$ cat src/hw/rtl/fbgf_ram.sv
// fbgf_ram: generic single-port-write, single-read synchronous ram
// registered read data, no reset on contents; no dependencies
`default_nettype none

module fbgf_ram #(
  parameter int Width = 32,
  parameter int Depth = 64
) (
  input  wire logic                     clk_i,
  input  wire logic                     we_i,
  input  wire logic [$clog2(Depth)-1:0] waddr_i,
  input  wire logic [Width-1:0]         wdata_i,
  input  wire logic [$clog2(Depth)-1:0] raddr_i,
  output logic      [Width-1:0]         rdata_o
);

  logic [Width-1:0] mem_q [Depth];

  always_ff @(posedge clk_i) begin
    if (we_i) begin
      mem_q[waddr_i] <= wdata_i;
    end
    rdata_o <= mem_q[raddr_i];
  end

endmodule

`default_nettype wire
$ cat config.mk
export PLATFORM = sky130hd
export DESIGN_NAME = fbgf_ram
export DESIGN_NICKNAME = d
export VERILOG_FILES = /design/src/hw/rtl/fbgf_ram.sv
export SDC_FILE = /design/constraint.sdc
export NUM_CORES = 2
export LEC_CHECK = 0
export BUFFER_PORTS_ARGS = -buffer_cell sky130_fd_sc_hd__buf_2
export CORE_UTILIZATION = 55
export DETAILED_ROUTE_END_ITERATION = 8
export PLACE_DENSITY = 0.67
export SYNTH_ARGS = -nofsm -noshare
export SYNTH_HDL_FRONTEND = slang
export SYNTH_SLANG_ARGS = --single-unit
$ cat constraint.sdc
create_clock -name clk_i -period 4.99 [get_ports clk_i]
set_clock_uncertainty 0.2 [all_clocks]
set_input_delay 0.2495 -clock clk_i [delete_from_list [all_inputs] [get_ports clk_i]]
set_output_delay 0.2495 -clock clk_i [all_outputs]
set_load 0.03 [all_outputs]
## Yosys cells after proc, flatten, opt, wreduce, memory -nomap -nowiden

Memories as Yosys holds them, arrays and structs flattened. A register that Yosys moved wholly into a read port is not among the register bits.
Cells that the tools add are included.

| storage, ports and cells | value |
|---|---|
| memory bits (writable) | 2048 |
| word-level logic and storage cells | 3 |
| bits in registers | 0 |
| memories | 1 |
| output and inout bits | 32 |

| cells by class | value |
|---|---|
| mux-type cells | 2 |

Memory list:

| memory | depth | width | rd ports | clocked after memory_dff | wr ports | RTL line | source |
|---|---|---|---|---|---|---|---|
| mem_q | 64 | 32 | 1 | 1 | 1 | 17 | `logic [Width-1:0] mem_q [Depth];` |

Operators with widths:

| cell | count |
|---|---|
| $mux 1 | 2 |

## Logic depth before layout (Yosys ltp)

| depth | value |
|---|---|
| depth in word-level cells | 2 |
| mapped depth | 10 |

## Worst setup path after synthesis

No wires, ideal clock.

| timing path | value |
|---|---|
| kind | input to register |
| start | input port waddr_i[3] |
| end | memory mem_q[48][0], enable pin |
| required time | 4.329 ns |
| slack | 1.381 ns |
| stages | 4 |
| path buffers | 1 |
| arrival time | 2.948 ns |
| path through | clkbuf_1 -> nor2b_1 -> nand4b_1 -> nor3_1 |

RTL lines:

| what | RTL line | source |
|---|---|---|
| from (decl) | 11 | `input wire logic [$clog2(Depth)-1:0] waddr_i,` |
| to (decl) | 17 |  |

No word-level cell before the write port.

## Worst setup path in the final report

| timing path | value |
|---|---|
| start | input port waddr_i[2] |
| end | memory mem_q[47][29], enable pin |

No word-level cell before the write port.

==> results.cfg <==
[status]
status = finished clean

[pwr]
pwr-share-comb_pct = 4.9
switching_share_pct = 20.8
seqPwrFrac_pct = 54.1
clkPwrFrac_pct = 41.1
worst_ir_drop_vdd_v = 0.000282
power.internal_uw = 28500
p_per_area_nw_per_um2 = 406
p_leak_uw = 0.0275
power.switching_uw = 7470
finalPower_uw = 35900

[setup_path]
worst_ep_arrival_time_ps = 3500
path_class = input pin to register
start_kind = input pin
critPathMaxFanout = 21
startpoint = waddr_i[2]
reg2reg_from = mem_q[6][27]
worstPathRequired_ps = 5300
slowest_stage = nor2_4
crit_chain = dlygate4sd3_1, buf_2, nand4_1, nor2_4, buf_4
slowest_delay_ps = 1240
cpLargestDelayFamily = simple AND/OR/NAND/NOR gates
end_kind = register
cp.buffers_inverters = 3

[route]
dr.pass1.iters = 5
drt_iter0_drc = 4991
wl_met2_um = 93400
vias = 37100
final_antenna_net_count = 0
wl_met1_um = 74900
post_drt_wl_per_cell_um = 34.4
wl_met3_um = 19900
drc = 0
wirelength_um = 193000
top_layer_used = met5
post_drt_via_cell_ratio = 6.61

[finish]
drive_gt1_share_pct = 29.2
final_cells = 5616
nets = 3594
fillers = 9409
area_growth_pct = 12.8
fin_util_pct = 62.5

[synth]
synth-seq-area-share_pct = 79.1
ys_warn_count = 0
synth.area.top_cells = edfxtp_1, mux4_2, mux2i_1, dfxtp_1, o22ai_1
synthCells = 3324
synth-main-ff-cell = edfxtp_1
netlist_area_um2 = 78500
async_flop_share_pct = 0
synth_cell_types = 34
synth_commonest_cells = edfxtp_1, mux4_2, nor2_1
netlist.area_leader.share_pct = 78.3
avgSynthCellArea_um2 = 23.6
yosys.cell_count.top_type = edfxtp_1
ys_ff_latch = 2080
synth_edf_count = 2048
synth_nets = 3370
yosysTopAreaCell = edfxtp_1

[global_routing]
grt_pass1_wl_um = 276000
grt_start_max_net_pins = 98
grt_pass1_vias = 37800
antenna_found_initial = 9
grt_overflow = 0
grt_usage_pct = 27.2

[clock_tree]
tritoncts = built
htree_levels = 4
cts_buffers = 198
post_cts_buffers = 0
cts_max_path_buffers = 3
clkLatencyLatePin_ps = 810
root_buffer = clkbuf_16
cts.clk_slew.worst_paths_ps = 60
cts.sinks = 2080

[timing]
worst_pin_slew_ps = 1430
rsz0062_at_grt = false
fmax_mhz = 313
drv_slew = 0
period_share_pct = 64.1
setup_tns_ps = 0
hold_viol_final = 0
layout_min_cycle_time_ps = 3200
setup_violations = 0
fin_ws_ps = 1790
relSlewSlack_pct = 4.83

[place]
dp.cells = 5226
dpl.hpwl_um = 109000
place.gp.congestion = 0.827
place_worst_setup_slack_ps = 1100
portBuffers = 77

[floorplanning]
die_h_um = 380
coreArea_um2 = 142000
start_util_pct = 55.5
die_area_um2 = 144000
ios = 78
num_rows = 138
die_w_um = 380

[min_path]
hold_class = input pin to register
hp-start = wdata_i[25]

[flow_run]
drv_cap = 0
[sequential cells by signal (all words and copies together), names as in the netlist]
| signal | flops |
|---|---|
| rdata_o | 32 |
| mem_q | 2048 |
[power groups by stage]
stage	Clock [uW]	Sequential, uW	Combinational [uW]
detailed placement	0	19800	1750
global placement	0	19800	1710
floorplan	0	19800	941
CTS	14900	19400	1760
finish	14800	19400	1740
global route	15500	19400	1840
[final timing paths]
path	to	cells after the start	slack (ps)
worst max-delay path	mem_q[47][29]	5	1790
worst min-delay path	mem_q[60][25]	1	20
worst max register to register	rdata_o[27]	4	2500
worst min register to register	rdata_o[4]	4	580
[repair_timing]
item	4_1_cts	5_1_grt
endpoints found under the setup margin	0	0
endpoints found under the hold margin	139	0
resized for setup	0	0
hold buffers	12	0
[per-layer routing]
layer	track usage, %	vias up
met2	42.7	2120
li1	-	14700
met3	5.64	321
met1	39.3	19900
met4	7.65	8
met5	0	-
[per-stage QoR]
stage | instance area [um^2] | hold WS, ps
3_3_place_gp | 82000 | 492
3_5_place_dp | 82000 | 489
5_1_grt | 88500 | 40.9
2_1_floorplan | 78500 | 148
4_1_cts | 88500 | 4.42
6_report | 88500 | 22.1
[cell families after synthesis]
family | Yosys count | synth area share [%]
flip-flops | 2080 | 79.1
multiplexers | 637 | 16.8
AND/OR/NAND/NOR | 223 | 1.27
buffers and inverters | 182 | 1.13
AO/OA/AOI/OAI | 202 | 1.67
[cells in the final DEF (no fill, tap or decap), types with 3 or more instances in the layout]
cell type      synthesis  routed
o221ai_1              27      27
nand2_1               26      26
inv_6                  0       4
buf_4                 25     101
and3_1                 4       4
nand3b_1               5       5
o22ai_1               84      84
nor2_4                 0      62
mux4_2               544     544
dlygate4sd3_1          0      12
or3b_2                 3       3
clkbuf_1              74      45
nand3_1                5       5
a21oi_1               62      62
clkbuf_16              0     205
bufinv_16              0      16
o32ai_1                4       4
clkinvlp_4             0       3
nand2b_1               8       7
mux2i_1               93      93
nor3_1                 7       5
a41o_1                 4       4
diode_2                0       8
dfxtp_1               32      32
or3_1                  3       3
clkbuf_8               0      11
buf_8                  0       3
clkinv_1               0      48
nor2_1               137      75
edfxtp_1            2048    2048
a22oi_1               12      12
buf_2                 57      73
clkinv_2               0      34
nor2b_1               15      14
buf_12                 0      17
a311oi_1               8       8
clkinv_8               0       4
[final cells by class]
| cell class | instances | area [um^2] | area share [%] |
|---|---|---|---|
| diodes | 8 | 20.0 | 0.0226 |
| clock inverters | 109 | 953 | 1.08 |
| multi-input cells | 1062 | 16000 | 18.0 |
| repair buffers | 206 | 1630 | 1.84 |
| clock buffers | 261 | 5450 | 6.16 |
| well taps | 1890 | 2360 | 2.67 |
| flip-flops and latches | 2080 | 62100 | 70.2 |
No activity file was read; power rests on OpenSTA's default activity.
